`src/hdl/rmea_pkg.sv`:
```
// Package for the rotation matrix to Euler angle pipeline.
// Holds the CORDIC arctangent table and result constants; no dependencies.
package rmea_pkg;

   localparam int AngTableLen = 24;
   localparam logic signed [33:0] HalfPiQ30 = 34'sd1686629713;
   localparam logic [15:0] PiQ13 = 16'd25736;

   // Return round(atan(2^-i) * 2^30)
   function automatic logic [29:0] atan_q30(input int i);
      logic [29:0] t;
      begin
         case (i)
            0: t = 30'd843314857;
            1: t = 30'd497837829;
            2: t = 30'd263043837;
            3: t = 30'd133525159;
            4: t = 30'd67021687;
            5: t = 30'd33543516;
            6: t = 30'd16775851;
            7: t = 30'd8388437;
            8: t = 30'd4194283;
            9: t = 30'd2097149;
            10: t = 30'd1048576;
            11: t = 30'd524288;
            12: t = 30'd262144;
            13: t = 30'd131072;
            14: t = 30'd65536;
            15: t = 30'd32768;
            16: t = 30'd16384;
            17: t = 30'd8192;
            18: t = 30'd4096;
            19: t = 30'd2048;
            20: t = 30'd1024;
            21: t = 30'd512;
            22: t = 30'd256;
            23: t = 30'd128;
            default: t = 30'd0;
         endcase
         return t;
      end
   endfunction

endpackage

```
`src/hdl/rmea_cordic.sv`:
```
// Pipelined vectoring CORDIC giving atan2(y, x) as a saturated Q3.13 angle.
// Depends on rmea_pkg; one pipeline stage per iteration plus pre and round.
module rmea_cordic
   import rmea_pkg::*;
#(
   parameter int STEPS = 16
) (
   input  logic               clock,
   input  logic               enable,
   input  logic signed [17:0] y_in,
   input  logic signed [17:0] x_in,
   output logic signed [15:0] angle
);

   localparam int N = (STEPS < AngTableLen) ? STEPS : AngTableLen;
   localparam int W = 37;

   logic signed [W-1:0] x_ff [0:N];
   logic signed [W-1:0] y_ff [0:N];
   logic signed [33:0]  z_ff [0:N];
   logic                zero_ff [0:N];

   logic signed [W-1:0] xs, ys;
   logic signed [W-1:0] px_in, py_in;
   logic signed [33:0]  pz_in;
   logic signed [W-1:0] px_ff, py_ff;
   logic signed [33:0]  pz_ff;
   logic                pzero_ff;

   // Scale operands and fold the left half plane
   always_comb begin
      xs = W'(x_in) <<< 16;
      ys = W'(y_in) <<< 16;
      px_in = xs;
      py_in = ys;
      pz_in = '0;
      if (xs < 0) begin
         if (ys >= 0) begin
            px_in = ys;
            py_in = -xs;
            pz_in = HalfPiQ30;
         end else begin
            px_in = -ys;
            py_in = xs;
            pz_in = -HalfPiQ30;
         end
      end
   end

   always_ff @(posedge clock) begin
      if (enable) begin
         px_ff    <= px_in;
         py_ff    <= py_in;
         pz_ff    <= pz_in;
         pzero_ff <= (x_in == 18'sd0) && (y_in == 18'sd0);
      end
   end

   assign x_ff[0] = px_ff;
   assign y_ff[0] = py_ff;
   assign z_ff[0] = pz_ff;
   assign zero_ff[0] = pzero_ff;

   // One rotation per stage
   genvar i;
   generate
      for (i = 0; i < N; i++) begin : g_it
         logic signed [W-1:0] xr_ff, yr_ff;
         logic signed [33:0]  zr_ff;
         logic                zr0_ff;
         always_ff @(posedge clock) begin
            if (enable) begin
               zr0_ff <= zero_ff[i];
               if (y_ff[i] >= 0) begin
                  xr_ff <= x_ff[i] + (y_ff[i] >>> i);
                  yr_ff <= y_ff[i] - (x_ff[i] >>> i);
                  zr_ff <= z_ff[i] + 34'(atan_q30(i));
               end else begin
                  xr_ff <= x_ff[i] - (y_ff[i] >>> i);
                  yr_ff <= y_ff[i] + (x_ff[i] >>> i);
                  zr_ff <= z_ff[i] - 34'(atan_q30(i));
               end
            end
         end
         assign x_ff[i+1] = xr_ff;
         assign y_ff[i+1] = yr_ff;
         assign z_ff[i+1] = zr_ff;
         assign zero_ff[i+1] = zr0_ff;
      end
   endgenerate

   // Round half away from zero, saturate to pi
   logic [33:0] mag;
   logic [33:0] q;
   logic [15:0] qs;
   logic [15:0] ang_in, ang_ff;
   always_comb begin
      mag = z_ff[N][33] ? 34'(-z_ff[N]) : z_ff[N];
      q   = (mag + 34'd65536) >> 17;
      qs  = (q > 34'(PiQ13)) ? PiQ13 : q[15:0];
      if (zero_ff[N]) ang_in = '0;
      else ang_in = z_ff[N][33] ? 16'(-qs) : qs;
   end

   always_ff @(posedge clock) begin
      if (enable) ang_ff <= ang_in;
   end

   assign angle = ang_ff;

endmodule

```
`config.mk`:
```
export PLATFORM = sky130hd
export DESIGN_NAME = rmea_cordic
export DESIGN_NICKNAME = d
export VERILOG_FILES = /design/src/hdl/rmea_pkg.sv /design/src/hdl/rmea_cordic.sv
export SDC_FILE = /design/constraint.sdc
export NUM_CORES = 2
export LEC_CHECK = 0
export ABC_AREA = 1
export BUFFER_PORTS_ARGS = -buffer_cell sky130_fd_sc_hd__buf_2
export CORE_AREA = 2 2 556 558
export CTS_BUF_LIST = sky130_fd_sc_hd__clkbuf_4
export DETAILED_ROUTE_END_ITERATION = 12
export DIE_AREA = 0 0 558 560
export HOLD_SLACK_MARGIN = 0.03
export PLACE_DENSITY = 0.62
export SYNTH_ARGS = -nofsm -noshare
export SYNTH_HDL_FRONTEND = slang
export SYNTH_SLANG_ARGS = --single-unit
export TNS_END_PERCENT = 30
```
`constraint.sdc`:
```
create_clock -name clock -period 6.8 [get_ports clock]
set_clock_uncertainty 0.1 [all_clocks]
set_input_delay 0.34 -clock clock [delete_from_list [all_inputs] [get_ports clock]]
set_output_delay 0.34 -clock clock [all_outputs]
set_load 0.005 [all_outputs]
```
* Word level (Yosys, flattened, before mapping)
Cells that the tools add are included. Widths: inputs -> output; s select.
Word-level totals: register bits 1758, output and inout port bits 16, input bits 38
Operators by class: bitwise gates (word level) 1, reduce and logical (&&, ||, !) cells 5, add/subtract/negate cells 94, $lt $le $gt $ge 19, multiplexer cells 53
Operator list (number):
- $mux 37 | 33
- $mux 34 | 18
- $ge 37x1->1 const B | 16
- $add 37x24->37 | 2
- $add 37x25->37 | 2
- $add 37x26->37 | 2
- $add 37x27->37 | 2
- $add 37x28->37 | 2
- $add 37x29->37 | 2
- $add 37x30->37 | 2
- $add 37x31->37 | 2
- $add 37x32->37 | 2
- $add 37x33->37 | 2
- $add 37x34->37 | 2
- $add 37x35->37 | 2
- $add 37x36->37 | 2
- $neg 34->37 | 2
- $sub 37x24->37 | 2
- $sub 37x25->37 | 2
- $sub 37x26->37 | 2
- $sub 37x27->37 | 2
- $sub 37x28->37 | 2
- $sub 37x29->37 | 2
- $sub 37x30->37 | 2
- 51 further kinds | 63

* Logic depth before layout (Yosys ltp)
depth after elaboration 7, depth in mapped cells 34

* Worst setup path before layout
OpenSTA, ideal clock, no wires.
path type register to register, start register g_it[3].yr_ff[36], end register g_it[4].xr_ff[34], data pin, library setup time 0.262 ns, path buffers 2, stages on the path, launching flop included 21, setup slack 1.873 ns, period minus slack after synthesis 4.927 ns, arrival time 4.566 ns, cell sequence edfxtp_1 > buf_2 > clkinv_1 > clkbuf_1 > nor2_1 > xor2_1 > ha_1 > fa_1 > a21o_1 > a21oi_1 > o21ai_1 > a21o_1 > a21oi_1 > o21ai_1 > a21boi_0 > o21ai_1 > a21oi_1 > inv_1 > a21oi_1 > o21ai_1 > xor2_1
On the way: cells in the longest elaborated chain, start to end 2
RTL lines:
- start: declaration | line rmea_cordic.sv:68 | logic signed [W-1:0] xr_ff, yr_ff;
- start signal: assignment | line rmea_cordic.sv:76 | yr_ff <= y_ff[i] - (x_ff[i] >>> i);
- start signal: assignment | line rmea_cordic.sv:80 | yr_ff <= y_ff[i] + (x_ff[i] >>> i);
- $sub 37x33->37, or another cell as far along | line rmea_cordic.sv:79 | xr_ff <= x_ff[i] - (y_ff[i] >>> i);
- $mux 37 * | line rmea_cordic.sv:74 | if (y_ff[i] >= 0) begin
- end signal: assignment | line rmea_cordic.sv:75 | xr_ff <= x_ff[i] + (y_ff[i] >>> i);
- end signal: assignment | line rmea_cordic.sv:79
- end: declaration | line rmea_cordic.sv:68
Every way passes the cells marked *; elsewhere a longest branch is shown, timed or not. A chain may end at the register's enable or synchronous reset.

* Final worst setup path
start register g_it[3].xr_ff[10], end register g_it[4].xr_ff[35], data pin
On the way: cells in the longest elaborated chain, start to end 2
RTL lines (line):
- start: declaration | rmea_cordic.sv:68
- start signal: assignment | rmea_cordic.sv:75
- start signal: assignment | rmea_cordic.sv:79
- $sub 37x33->37 or $add 37x33->37 (tied branches) | rmea_cordic.sv:79, rmea_cordic.sv:75
- $mux 37 * | rmea_cordic.sv:74
Marks and branches as above.

==> results by group <==
Yosys
  – Total number of yosys warnings: 0
  – Most repeated cell in the gate-level netlist after synthesis: nand2_1
  – Number of flip-flops and latches in the synthesized netlist: 1517
  – Cell type contributing the most total cell area after synthesis: edfxtp_1
  – Post-synth EDFFs: 1517
  – Most frequent cells after synthesis: 2333 x nand2_1, 1593 x inv_1, 1517 x edfxtp_1, 1498 x a21oi_1, 1321 x ha_1
  – Yosys cell types: 69
  – Area of the mapped netlist: 122000 µm²
  – Dominant cells by area after synthesis: edfxtp_1 37%, ha_1 14%, xor2_1 8.7%, nand2_1 7.2%, a21oi_1 6.1%
  – Share of flip-flops with an asynchronous set or reset: 0
  – Area share of the largest cell type after synthesis: 0.373
  – Post-synth top flop: edfxtp_1
  – Cell count after synthesis: 14179
  – Fraction of the yosys area taken by sequential cells: 0.373
  – Average footprint of a synthesized cell: 8.61 µm²

Timing
  – RSZ-0062 raised after global routing: false
  – Worst slew pin tran: 1020 ps
  – Final hold violation count: 0
  – Fin crit period: 5630 ps
  – Setup violations, final: 0
  – Final worst-path cycle share: 0.828
  – Relative max-transition margin: 0.317
  – Pins over their slew limit: 0
  – Accumulated negative setup slack: 0 ps
  – Maximum frequency from static timing analysis: 178 MHz

Critical path
  – Crit path DAT: 6620 ps
  – Type of the setup path with the least slack: reg -> reg
  – Slowest cell on the critical path: nor4_1
  – Worst reg-to-reg path cell count: 24
  – Launching element type of the critical path: flop
  – Capturing point of the worst reg2reg path: g_it[4].xr_ff[35]
  – Internal reg-to-reg setup slack: 1170 ps
  – Endpoint required time on the critical path: 7790 ps
  – Kind of end point of the critical path: flop
  – Cell-by-cell trace of the critical path: inv_2 > ha_1 > inv_1 > nor3_1 > inv_1 > nor4_1 > nand2_1 > or4_1 > nor3_1 > nor2_1 > xor2_1 > ha_1 > nand2_1 > nor2_1 > inv_1 > o21bai_1 > a21boi_1 > o21ai_0 > a21boi_1 > o21ai_0 > a21oi_1 > nor2_1 > nor2_1 > xnor2_1
  – Largest stage delay, worst path: 550 ps
  – Combined buffer and inverter count along the critical path: 4
  – Reg2Reg Launch Point: g_it[3].xr_ff[10]
  – Most used cell along the critical path: nor2_1
  – Critical path fanouts, max: 6
  – Cell family with the largest share of critical-path delay: simple AND/OR/NAND/NOR gates

Die
  – Area of the die: 312000 µm²
  – IO Count: 54
  – Std cell rows: 204
  – Die span in x: 558 µm
  – Core footprint: 307000 µm²
  – Starting utilization of the core area: 0.398
  – Chip height: 560 µm

Worst hold path
  – Worst Hold Launch: g_it[13].zr_ff[9]
  – Worst min path class: reg -> reg
  – Worst Hold End: g_it[14].zr_ff[9]
  – Number of cells traversed by the worst hold path: 0

Global route
  – Wire length of the first global-routing pass: 506 mm
  – Maximum number of pins on one net before global-route repair: 188
  – Number of antenna violations at the first check in global routing: 5
  – Total congestion overflow: 0
  – Vias in the first global route: 94972
  – Overall global routing resource usage: 0.201

Detailed routing
  – Antenna viol nets, final: 0
  – DR vias: 97853
  – Number of DRC violations after detailed-routing iteration 0: 6408
  – Post-route DRC: 0
  – Drt pass-1 iters: 6
  – Routed len/inst: 16.7 µm
  – Post-DR vias/cell: 5.09
  – Routed Wire Length: 320 mm

CTS
  – Postcts setup bufs: 0
  – TritonCTS buffer count: 406
  – TritonCTS clock tree: yes
  – Clock slew seen by the registers of the worst setup and hold paths: 70 ps
  – Clock tree sinks: 1517
  – Clock Latency Late Sink: 1440 ps
  – Clk root buf: clkbuf_4
  – # H-tree levels: 5
  – Maximum buffer depth of the clock tree: 4

Flow run
  – Maximum capacitance violations: 0

Placement
  – Placed wire-length estimate: 258 mm
  – Routability congestion estimate: 0.963
  – Total of buffers placed on input and output ports: 53

Finish
  – Final layout net count: 16178
  – Signed area change from the synthesized netlist to the final layout: 10.0%
  – Proportion of layout cells with a drive suffix above 1: 0.0579

Outcome
  – Run status: complete, no violations
cell type report:
cell class                 count  area (µm²)
tap                         4120        5150
sequential                  1517       45600
fill                       30607      173000
antenna                        5        12.5
clock inverter               156         923
inverter                    1609        6040
multi-input combinational  11000       70300
timing repair buffer         246        2170
clock buffer                 565        4240
state kept, by name, indices dropped and copies added (netlist names):
register / flops
pzero_ff: 1
g_it.xr_ff: 443
g_it.yr_ff: 452
angle: 16
px_ff: 21
g_it.zr0_ff: 16
g_it.zr_ff: 544
py_ff: 21
pz_ff: 3
how the worst max path moves through the flow:
stage / startpoint / endpoint / depth (start not counted)
4_1_cts: g_it[3].xr_ff[10] / g_it[4].xr_ff[35] / 24
6_report: g_it[3].xr_ff[10] / g_it[4].xr_ff[35] / 24
2_1_floorplan: g_it[3].yr_ff[36] / g_it[4].xr_ff[34] / 20
3_3_place_gp: g_it[8].xr_ff[9] / g_it[9].yr_ff[35] / 30
5_1_grt: g_it[3].xr_ff[10] / g_it[4].xr_ff[35] / 24
3_5_place_dp: g_it[3].xr_ff[10] / g_it[4].xr_ff[35] / 24
what timing repair did:
item                       4_1_cts  5_1_grt
hold endpoints to repair      1488        0
resized for setup                0        0
setup endpoints to repair        0        0
hold buffers                   130        0
metrics by stage:
step / setup WS, ps / instance area, µm² / cells / util / hold WS, ps
floorplan: 1870 / 122000 / 14259 / - / 300
global placement: 1300 / 128000 / 18362 / 0.417 / 300
detailed placement: 1320 / 128000 / 18362 / 0.417 / 305
CTS: 1230 / 134000 / 19213 / 0.438 / 33.5
global route: 537 / 134000 / 19218 / 0.438 / 188
finish: 1170 / 134000 / 19218 / 0.438 / 214
layout by cell type (no fill, tap or decap), types with 395 or more instances in the layout:
cell,count
nand3_1,395
o21ai_0,776
a21oi_1,1498
inv_1,1592
xnor2_1,672
ha_1,1321
nand2_1,2333
clkbuf_4,565
edfxtp_1,1517
xor2_1,1220
nor2_1,1308
per-layer routing:
layer	global-route usage	routed length, µm
met4	0.0836	13800
met2	0.348	154000
met5	0	57
met1	0.251	139000
met3	0.0250	13700
kinds of logic (layout without fill, tap and decap cells):
logic type,Yosys count,count (layout),synth area share
muxes,2,2,0.000164
buffers and inverters,1742,2576,0.0539
adders and majority gates,1360,1360,0.142
xor gates and xnor gates,1893,1893,0.136
other,1,86,0.0000307
DFF,1517,1517,0.373
and+or+nand+nor,4631,4631,0.158
AOI/OAI and AO/OA,3033,3033,0.138
Power is not shown: default switching activity piles up to over one toggle a cycle in this logic, so the estimate is an artifact.
