### src/hdl/rmea_isqrt.sv
// Pipelined integer square root of a 32-bit value, one result bit per stage.
// Depends on nothing; advances when enable is high.
module rmea_isqrt (
   input  logic        clock,
   input  logic        enable,
   input  logic [31:0] value,
   output logic [15:0] root
);

   logic [31:0] rem_ff [0:16];
   logic [15:0] root_ff [0:16];

   always_comb begin
      rem_ff[0]  = value;
      root_ff[0] = '0;
   end

   // Decide one root bit per stage from the top down
   genvar k;
   generate
      for (k = 0; k < 16; k++) begin : g_bit
         localparam int B = 15 - k;
         logic [31:0] trial;
         logic [31:0] rem_s_ff;
         logic [15:0] root_s_ff;
         always_comb begin
            trial = ({16'd0, root_ff[k]} << (B + 1)) + (32'd1 << (2 * B));
         end
         always_ff @(posedge clock) begin
            if (enable) begin
               if (rem_ff[k] >= trial) begin
                  rem_s_ff  <= rem_ff[k] - trial;
                  root_s_ff <= root_ff[k] | (16'd1 << B);
               end else begin
                  rem_s_ff  <= rem_ff[k];
                  root_s_ff <= root_ff[k];
               end
            end
         end
         assign rem_ff[k+1]  = rem_s_ff;
         assign root_ff[k+1] = root_s_ff;
      end
   endgenerate

   assign root = root_ff[16];

endmodule

### config.mk
export PLATFORM = sky130hd
export DESIGN_NAME = rmea_isqrt
export DESIGN_NICKNAME = d
export VERILOG_FILES = /design/src/hdl/rmea_isqrt.sv
export SDC_FILE = /design/constraint.sdc
export NUM_CORES = 1
export LEC_CHECK = 0
export BUFFER_PORTS_ARGS = -buffer_cell sky130_fd_sc_hd__buf_2
export CORE_ASPECT_RATIO = 0.6
export CORE_UTILIZATION = 30
export DETAILED_ROUTE_END_ITERATION = 10
export PLACE_DENSITY_LB_ADDON = 0.2
export REMOVE_ABC_BUFFERS = 1
export SYNTH_ARGS = -nofsm -noshare
export SYNTH_HDL_FRONTEND = slang
export SYNTH_SLANG_ARGS = --single-unit
### constraint.sdc
create_clock -name clock -period 6 [get_ports clock]
set_input_delay 0.3 -clock clock [delete_from_list [all_inputs] [get_ports clock]]
set_output_delay 0.3 -clock clock [all_outputs]
set_load 0.01 [all_outputs]
### Yosys cells after proc, flatten, opt, wreduce, memory -nomap -nowiden

Cells that the tools add are included.

* word-level logic and storage cells: 108
* bits of input ports: 34
* flip-flop bits (word level): 736
* output and inout port bits: 16

* $add $sub $neg: 30
* $lt $le $gt $ge: 16
* mux-type cells: 16

Operator list (count)
* 32-bit two-way mux: 15
* 31-bit by 29-bit adder with 32-bit output (second input constant): 1
* 32-bit by 18-bit >= comparator with 1-bit output: 1
* 32-bit by 19-bit >= comparator with 1-bit output: 1
* 32-bit by 20-bit >= comparator with 1-bit output: 1
* 32-bit by 21-bit >= comparator with 1-bit output: 1
* 32-bit by 22-bit >= comparator with 1-bit output: 1
* 32-bit by 23-bit >= comparator with 1-bit output: 1
* 32-bit by 24-bit >= comparator with 1-bit output: 1
* 32-bit by 25-bit >= comparator with 1-bit output: 1
* 32-bit by 26-bit >= comparator with 1-bit output: 1
* 32-bit by 27-bit >= comparator with 1-bit output: 1
* 32-bit by 28-bit >= comparator with 1-bit output: 1
* 32-bit by 29-bit >= comparator with 1-bit output: 1
* 32-bit by 30-bit >= comparator with 1-bit output: 1
* 32-bit by 31-bit >= comparator with 1-bit output: 1
* 32-bit by 31-bit >= comparator with 1-bit output (second input constant): 1
* 32-bit >= comparator: 1
* 32-bit by 19-bit subtractor with 32-bit output: 1
* 32-bit by 20-bit subtractor with 32-bit output: 1
* 32-bit by 21-bit subtractor with 32-bit output: 1
* 32-bit by 22-bit subtractor with 32-bit output: 1
* 32-bit by 23-bit subtractor with 32-bit output: 1
* 32-bit by 24-bit subtractor with 32-bit output: 1
* 24 further kinds: 24

### Logic depth before layout (Yosys ltp)

Gate-level depths: netlist of run 1.

* depth after elaboration: 3
* depth in mapped cells: 12
* mapped depth without buffers: 9

### Worst setup path before layout of run 1

No wires, ideal clock.

* path type: register -> register
* from: register g_bit[10].rem_s_ff[20]
* to: register g_bit[11].rem_s_ff[30] (data pin)
* library setup time: 267 ps
* path slack: 3267 ps
* data arrival time: 2466 ps
* clock period less this slack: 2733 ps
* path buffers: 1
* data required time: 5733 ps
* cell stages (with the launch flop): 10
* cells stage by stage: edfxtp_1 > ha_1 > buf_4 > nor4b_2 > nand4_1 > o41ai_1 > a211oi_2 > a2111o_1 > nor4_2 > xor2_1

* cells in the longest elaborated chain, start to end: 2
* elaborated cells between the ends (all ways): 3
* those cells by class: 1 x add/sub; 1 x order compare; 1 x mux

RTL lines
* start, declared: line 24 `logic [31:0] rem_s_ff;`
* start signal, assigned: line 32 `rem_s_ff <= rem_ff[k] - trial;`
* start signal, assigned: line 35 `rem_s_ff <= rem_ff[k];`
* 32-bit by 22-bit subtractor with 32-bit output / 32-bit by 22-bit >= comparator with 1-bit output (equally long branches): line 32, 31
* 32-bit two-way mux *: line 31 `if (rem_ff[k] >= trial) begin`
* end signal, assigned: line 32
* end signal, assigned: line 35
* end, declared: line 24

Every way passes the cells marked *; elsewhere a longest branch is shown, timed or not.
A chain may end at the register's enable or synchronous reset.

### Worst setup path after layout of run 1

* from: register g_bit[9].rem_s_ff[12]
* to: register g_bit[10].rem_s_ff[29] (data pin)

* cells in the longest elaborated chain, start to end: 2
* elaborated cells between the ends (all ways): 3
* those cells by class: 1 x add/sub; 1 x order compare; 1 x mux

RTL lines (line)
* start, declared: 24
* start signal, assigned: 32
* start signal, assigned: 35
* 32-bit by 23-bit subtractor with 32-bit output / 32-bit by 23-bit >= comparator with 1-bit output (equally long branches): 32, 31
* 32-bit two-way mux *: 31

Marks and branches as above.

==> metrics.log, run 1 <==
INFO  metric timing.hold.worst.class = in2reg
INFO  metric dr.pass1.iters = 7
INFO  metric synth_async_sr_flop_share = 0%
INFO  metric main_synth_ff_type = edfxtp_1
INFO  metric finalPower = 11970 uW
INFO  metric cts_setup_buffers = 0
INFO  metric vias = 18220
INFO  metric drt_iter0_markers = 1745
INFO  metric synth-adder-area-share = 6.434%
INFO  metric placed_cells_incl_taps = 3572
INFO  metric critical_path_capture_point_type = register
INFO  metric timing.rr.end = g_bit[10].rem_s_ff[29]$_DFFE_PP_
INFO  metric postSynthAreaPerCell = 13.02 sq um
INFO  metric synth_compound_gate_area_share = 8.458%
INFO  metric flop2flop_setup_slack = 2100 ps
INFO  metric finalSetupTns = 0 ps
INFO  metric report.final.setup_viol = 0
INFO  metric clockBufferDepth = 3
INFO  metric dpl-instance-area = 31030 sq um
INFO  metric drt_drc_violations_left = 0
INFO  metric r2r_start = g_bit[9].rem_s_ff[12]$_DFFE_PP_
INFO  metric required = 6350 ps
INFO  metric wl_per_cell = 18.38 um
INFO  metric final-instance-count-excl-fill = 3721
INFO  metric power.density = 358.0 nW/um^2
INFO  metric grt_max_degree = 156
INFO  metric flow.area_growth_from_synthesis = 14.65%
INFO  metric floorplan.die.height = 243.5 um
INFO  metric design_area = 33440 sq um
INFO  metric timing.final.crit_share = 64.98%
INFO  metric crit_fanout = 17
INFO  metric final_antenna_net_count = 0
INFO  metric fin_worst_skew = 30.72 ps
INFO  metric max-slew-margin-rel = 18.00%
INFO  metric timing.final.max_slew_violations = 0
INFO  metric die-width = 404.6 um
INFO  metric ys_seq_elements = 616
INFO  metric number_of_h_tree_levels = 3
INFO  metric finalWeightedCongestion = 0.8734
INFO  metric grt_antenna_before_repair = 6
INFO  metric placement.io_buffers = 49
INFO  metric floorplan.initialDensity = 30.31%
INFO  metric reg2regPathDepth = 9
INFO  metric finalNetCount = 2549
INFO  metric irDropWorstVdd = 0.1705 mV
INFO  metric placement_rows = 88
INFO  metric tritoncts = built
INFO  metric outcome = finished, final reports clean
INFO  metric synth_simple_gate_area_share = 12.08%
INFO  metric cts_root_buf = clkbuf_16
INFO  metric finalHoldViolCount = 0
INFO  metric floorplan.core_area = 96230 sq um
INFO  metric ys.warnings.count = 0
INFO  metric cp-endpoint = g_bit[10].rem_s_ff[29]$_DFFE_PP_
INFO  metric worst_setup_path_start_kind = register
INFO  metric period_needed = 3899 ps
INFO  metric timing.max_cap.violations = 0
INFO  metric ys_seq_area_share = 63.41%
INFO  metric critPathLaunch = g_bit[9].rem_s_ff[12]$_DFFE_PP_
INFO  metric layout-drive-gt1-share = 8.282%
INFO  metric clkLatencyLatePin = 620 ps
INFO  metric synth_xor_xnor_area_share = 5.975%
INFO  metric synth_top_family_by_area = simple AND/OR/NAND/NOR gates
INFO  metric die-area = 98530 sq um
INFO  metric io-pin-count = 50
INFO  metric grt_pass1_wl = 104.9 mm
INFO  metric total_wirelength_of_the_detailed_routed_design = 68.40 mm
INFO  metric critPathKind = reg2reg
INFO  metric max_clock_freq = 256.5 MHz
INFO  metric grt_remaining_overflow = 0
INFO  metric groute.usage.overall = 13.87%
INFO  metric synth.mux.area_fraction = 0.7892%
INFO  metric synth_edf_count = 616
INFO  metric cellLeakagePower = 0.01230 uW
INFO  metric cp.arrival = 4250 ps
INFO  metric synth.lib_cells_used.distinct = 77
INFO  metric cts.sinks = 616
INFO  metric cts.reportedPaths.clkPinSlew = 60 ps
INFO  metric syn-instance-count = 2240
INFO  metric tightestPinTransition = 1219 ps
INFO  metric hpwlAfterDp = 49.83 mm
INFO  metric cts_made_buffers = 66
INFO  metric grt_pass1_vias = 17320
INFO  metric grt_setup_unrepaired = no
INFO  metric synth.cell_area = 29170 sq um
INFO  metric viasPerCell = 4.897
-- cells in the mapped netlist, drive strengths merged, types with 21 or more instances --
cell / instances / area (sq um)
nor4b: 26 / 234.0
o21a: 31 / 232.7
nand3: 21 / 105.1
edfxtp: 616 / 18500
a21oi: 121 / 605.6
inv: 178 / 668.1
nor2: 141 / 529.3
xnor2: 98 / 858.3
nor4: 67 / 440.4
nand2b: 26 / 162.7
or3: 28 / 175.2
ha: 150 / 1877
nor2b: 26 / 162.7
nand4: 27 / 168.9
xor2: 101 / 884.6
o21ai: 113 / 565.5
nand2: 123 / 461.7
nor3: 69 / 355.3
a21o: 30 / 225.2
-- metrics by stage --
stage	hold WS [ps]	utilization, %	worst slack (ps)
finish	111.3	34.75	2101
global route	98.06	34.75	1865
CTS	74.74	34.75	2077
detailed placement	431.8	32.24	2123
global placement	425.3	32.24	2120
floorplan	398.9	-	2290
-- where the power goes --
| group | switching (uW) | total (uW) | internal [uW] |
|---|---|---|---|
| clock | 1730 | 4070 | 2340 |
| sequential | 448 | 5890 | 5440 |
| combinational | 1160 | 2010 | 856 |
| total | 3340 | 12000 | 8640 |
-- registers in the layout, indices dropped and copies added, names as in the netlist --
name             count
g_bit.root_s_ff    120
root                16
g_bit.rem_s_ff     480
-- logic make-up after synthesis --
family | after synthesis
AOI/OAI and AO/OA | 395
xor gates and xnor gates | 199
adders and majority gates | 150
buffers and inverters | 212
DFF | 616
muxes | 21
and+or+nand+nor | 647
-- layout by cell type, fill, tap and decap left out, drive strengths merged, types with 67 or more instances in the layout --
cell,Yosys,layout
xnor2,98,98
ha,150,150
o21ai,113,113
nor3,69,69
nor4,67,67
clkbuf,17,76
xor2,101,101
a21oi,121,121
nand2,123,123
inv,178,182
nor2,141,141
edfxtp,616,616
-- worst max-delay path: stages, from the launching register on --
cell and delay, ps:
edfxtp_1 410, ha_1 400, or4b_1 450, nor4b_1 630, nand4_1 180, and3_1 440
buf_4 280, or3_1 390, or3_1 340, xnor2_1 130
-- worst min-delay path by stage --
stage                                           from  cells past startpoint  slack (ps)                         endpoint
floorplan                                   value[0]                      0         400   g_bit[0].rem_s_ff[0]$_DFFE_PP_
global placement     g_bit[11].rem_s_ff[2]$_DFFE_PP_                      0         430  g_bit[12].rem_s_ff[2]$_DFFE_PP_
detailed placement  g_bit[14].root_s_ff[7]$_DFFE_PP_                      0         430                root[7]$_DFFE_PP_
CTS                                        value[31]                      3          70  g_bit[0].rem_s_ff[31]$_DFFE_PP_
global route                               value[31]                      3         100  g_bit[0].rem_s_ff[31]$_DFFE_PP_
finish                                     value[31]                      3         110  g_bit[0].rem_s_ff[31]$_DFFE_PP_
-- routing by layer --
| metal | global-route usage [%] | wire length [um] |
|---|---|---|
| met1 | 23.28 | 37510 |
| met2 | 16.90 | 24510 |
| met3 | 3.486 | 5220 |
| met4 | 3.086 | 1158 |
| met5 | 0 | 0 |
-- what timing repair did --
item / 4_1_cts / 5_1_grt
hold buffers: 30 / 0
endpoints found under the hold margin: 30 / 0
gates resized for setup: 0 / 0
-- layout make-up --
cell class                 count  area [sq um]
fill                        9379         62790
sequential                   616         18500
multi-input combinational   1412          9846
clock buffer                  76          1689
tap                         1305          1633
timing repair buffer          91         683.2
inverter                     178         668.1
clock inverter                42         424.2
antenna                        1         2.502
Note: power is estimated with default switching activity, not from simulation.
==> inputs of run 2 (changes only) <==
==> constraint.sdc (replaced) <==
create_clock -name clock -period 3.8 [get_ports clock]
set_input_delay 0.19 -clock clock [delete_from_list [all_inputs] [get_ports clock]]
set_output_delay 0.19 -clock clock [all_outputs]
set_load 0.01 [all_outputs]
==> metrics.log, run 2 (synthesized netlist as in run 1, its figures left out) <==
INFO  metric grt_antenna_before_repair = 6
INFO  metric finalWeightedCongestion = 0.8608
INFO  metric timing.final.crit_share = 92.41%
INFO  metric clockPowerShare = 34.2%
INFO  metric topRoutingLayerUsed = met5
INFO  metric design_area = 33700 sq um
INFO  metric register_area = 18500 sq um
INFO  metric cts_made_buffers = 66
INFO  metric seqPwrFrac = 48.7%
INFO  metric critPathLaunch = g_bit[9].rem_s_ff[12]$_DFFE_PP_
INFO  metric dpl-instance-area = 31180 sq um
INFO  metric internal_power = 13730 uW
INFO  metric total_wirelength_of_the_detailed_routed_design = 71.06 mm
INFO  metric tightestPinTransition = 1349 ps
INFO  metric grt_pass1_vias = 17560
INFO  metric timing.max_cap.violations = 0
INFO  metric finalSetupTns = 0 ps
INFO  metric final-instance-count-excl-fill = 3741
INFO  metric largest_register = g_bit.rem_s_ff
INFO  metric flow.area_growth_from_synthesis = 15.51%
INFO  metric outcome = finished, final reports clean
INFO  metric placement.io_buffers = 49
INFO  metric critical-path-top-cell-by-count = or3_1
INFO  metric r2r_start = g_bit[9].rem_s_ff[12]$_DFFE_PP_
INFO  metric wl_per_cell = 18.99 um
INFO  metric required = 4180 ps
INFO  metric cts_setup_buffers = 0
INFO  metric groute.usage.overall = 14.47%
INFO  metric timing.final.max_slew_violations = 0
INFO  metric cts.reportedPaths.clkPinSlew = 70 ps
INFO  metric grt_remaining_overflow = 0
INFO  metric number_of_h_tree_levels = 3
INFO  metric cp_slowest_stage_delay = 640 ps
INFO  metric finalNetCount = 2567
INFO  metric floorplan.initialDensity = 30.31%
INFO  metric layout-drive-gt1-share = 8.956%
INFO  metric crit_fanout = 5
INFO  metric critPathKind = reg2reg
INFO  metric grt_max_degree = 106
INFO  metric power.density = 567.4 nW/um^2
INFO  metric report.final.setup_viol = 0
INFO  metric drt_iter0_markers = 2013
INFO  metric io-pin-count = 50
INFO  metric critical_path_capture_point_type = register
INFO  metric hpwlAfterDp = 52.66 mm
INFO  metric largest_reg_flops = 480
INFO  metric p_comb_share = 17.1%
INFO  metric finalHoldViolCount = 0
INFO  metric irDropWorstVdd = 0.2953 mV
INFO  metric final_core_utilization = 35.02%
INFO  metric die-width = 404.6 um
INFO  metric cellLeakagePower = 0.01243 uW
INFO  metric wl_met3 = 5.981 mm
INFO  metric cts_root_buf = clkbuf_16
INFO  metric crit_buf_inv = 0
INFO  metric tritoncts = built
INFO  metric slowest_stage = nor4b_1
INFO  metric routed-wl-met2 = 24.22 mm
INFO  metric clkLatencyLatePin = 650 ps
INFO  metric timing.critical_path.max_delay_family = simple AND/OR/NAND/NOR gates
INFO  metric wl_met1 = 39.37 mm
INFO  metric max-slew-margin-rel = 9.257%
INFO  metric switching_share = 28.19%
INFO  metric worst_hold_startpoint = enable
INFO  metric mostFrequentLayoutCells = 616 x edfxtp_1, 177 x inv_1, 150 x ha_1
INFO  metric final_antenna_net_count = 0
INFO  metric placed_cells_incl_taps = 3588
INFO  metric clockBufferDepth = 3
INFO  metric period_needed = 3512 ps
INFO  metric power.net_switching = 5390 uW
INFO  metric cp.arrival = 3890 ps
INFO  metric die-area = 98530 sq um
INFO  metric drt_drc_violations_left = 0
INFO  metric multi_input_area = 9854 sq um
INFO  metric timing.hold.worst.class = in2reg
INFO  metric grt_pass1_wl = 108.4 mm
INFO  metric viasPerCell = 4.934
INFO  metric worst_setup_path_start_kind = register
INFO  metric cts.sinks = 616
INFO  metric floorplan.core_area = 96230 sq um
INFO  metric layout.filler_cells = 9304
INFO  metric vias = 18460
INFO  metric max_clock_freq = 284.8 MHz
INFO  metric path_cells = ha_1, or4b_1, nor4b_1, nand4_1, and3_1, or3_1, or3_1, xnor2_1
INFO  metric mostFrequentLayoutCell = edfxtp_1
INFO  metric floorplan.die.height = 243.5 um
INFO  metric dr.pass1.iters = 5
INFO  metric placement_rows = 88
INFO  metric fin_worst_skew = 49.45 ps
INFO  metric grt_setup_unrepaired = no
[run 2: metrics by stage]
stage | setup slack [ps] | power [uW] | hold WS [ps]
6_report | 288.4 | 19120 | 67.23
5_1_grt | 174.5 | 20070 | 40.41
4_1_cts | 165.9 | 19280 | 27.99
3_5_place_dp | 158.1 | 12620 | 384.0
3_3_place_gp | 170.6 | 12570 | 381.2
2_1_floorplan | 90.00 | 11380 | 288.9
[run 2: path summary, 6_finish.rpt]
| kind | endpoint | slack (ps) | depth (start not counted) |
|---|---|---|---|
| hold / removal | g_bit[7].rem_s_ff[22]$_DFFE_PP_ | 70 | 1 |
| hold reg to reg | g_bit[12].rem_s_ff[3]$_DFFE_PP_ | 430 | 0 |
| setup reg to reg | g_bit[10].rem_s_ff[29]$_DFFE_PP_ | 290 | 8 |
| setup / recovery | g_bit[10].rem_s_ff[29]$_DFFE_PP_ | 290 | 8 |
[run 2: final cells by class]
| cell class | count | share of cell area [%] |
|---|---|---|
| timing repair buffer | 109 | 2.555 |
| clock buffer | 83 | 5.154 |
| sequential | 616 | 54.90 |
| multi-input combinational | 1412 | 29.25 |
| inverter | 178 | 1.983 |
| clock inverter | 36 | 1.307 |
| antenna | 2 | 0.01485 |
| tap | 1305 | 4.846 |
[run 2: worst reg2reg max path, stage by stage (launching register included)]
cell and delay, ps:
edfxtp_1 410, ha_1 400, or4b_1 450, nor4b_1 640, nand4_1 180, and3_1 300, or3_1 390, or3_1 340
xnor2_1 140
[run 2: metal layers]
| metal | vias up | track usage, % |
|---|---|---|
| li1 | 8727 | - |
| met1 | 9063 | 24.18 |
| met2 | 568 | 16.96 |
| met3 | 97 | 4.437 |
| met5 | - | 0.9259 |
| met4 | 2 | 3.431 |
[run 2: timing repair]
item                                    in CTS  in global routing
gates resized for setup                      0                  1
endpoints found under the setup margin       0                  3
hold endpoints to repair                    32                  0
hold buffers                                32                  0
[run 2: power by group through the flow]
| stage | combinational (uW) | sequential (uW) | clock, uW |
|---|---|---|---|
| floorplan | 2270 | 9110 | 0 |
| global placement | 3160 | 9410 | 0 |
| detailed placement | 3200 | 9420 | 0 |
| CTS | 3250 | 9290 | 6750 |
| global route | 3650 | 9400 | 7020 |
| finish | 3280 | 9310 | 6540 |
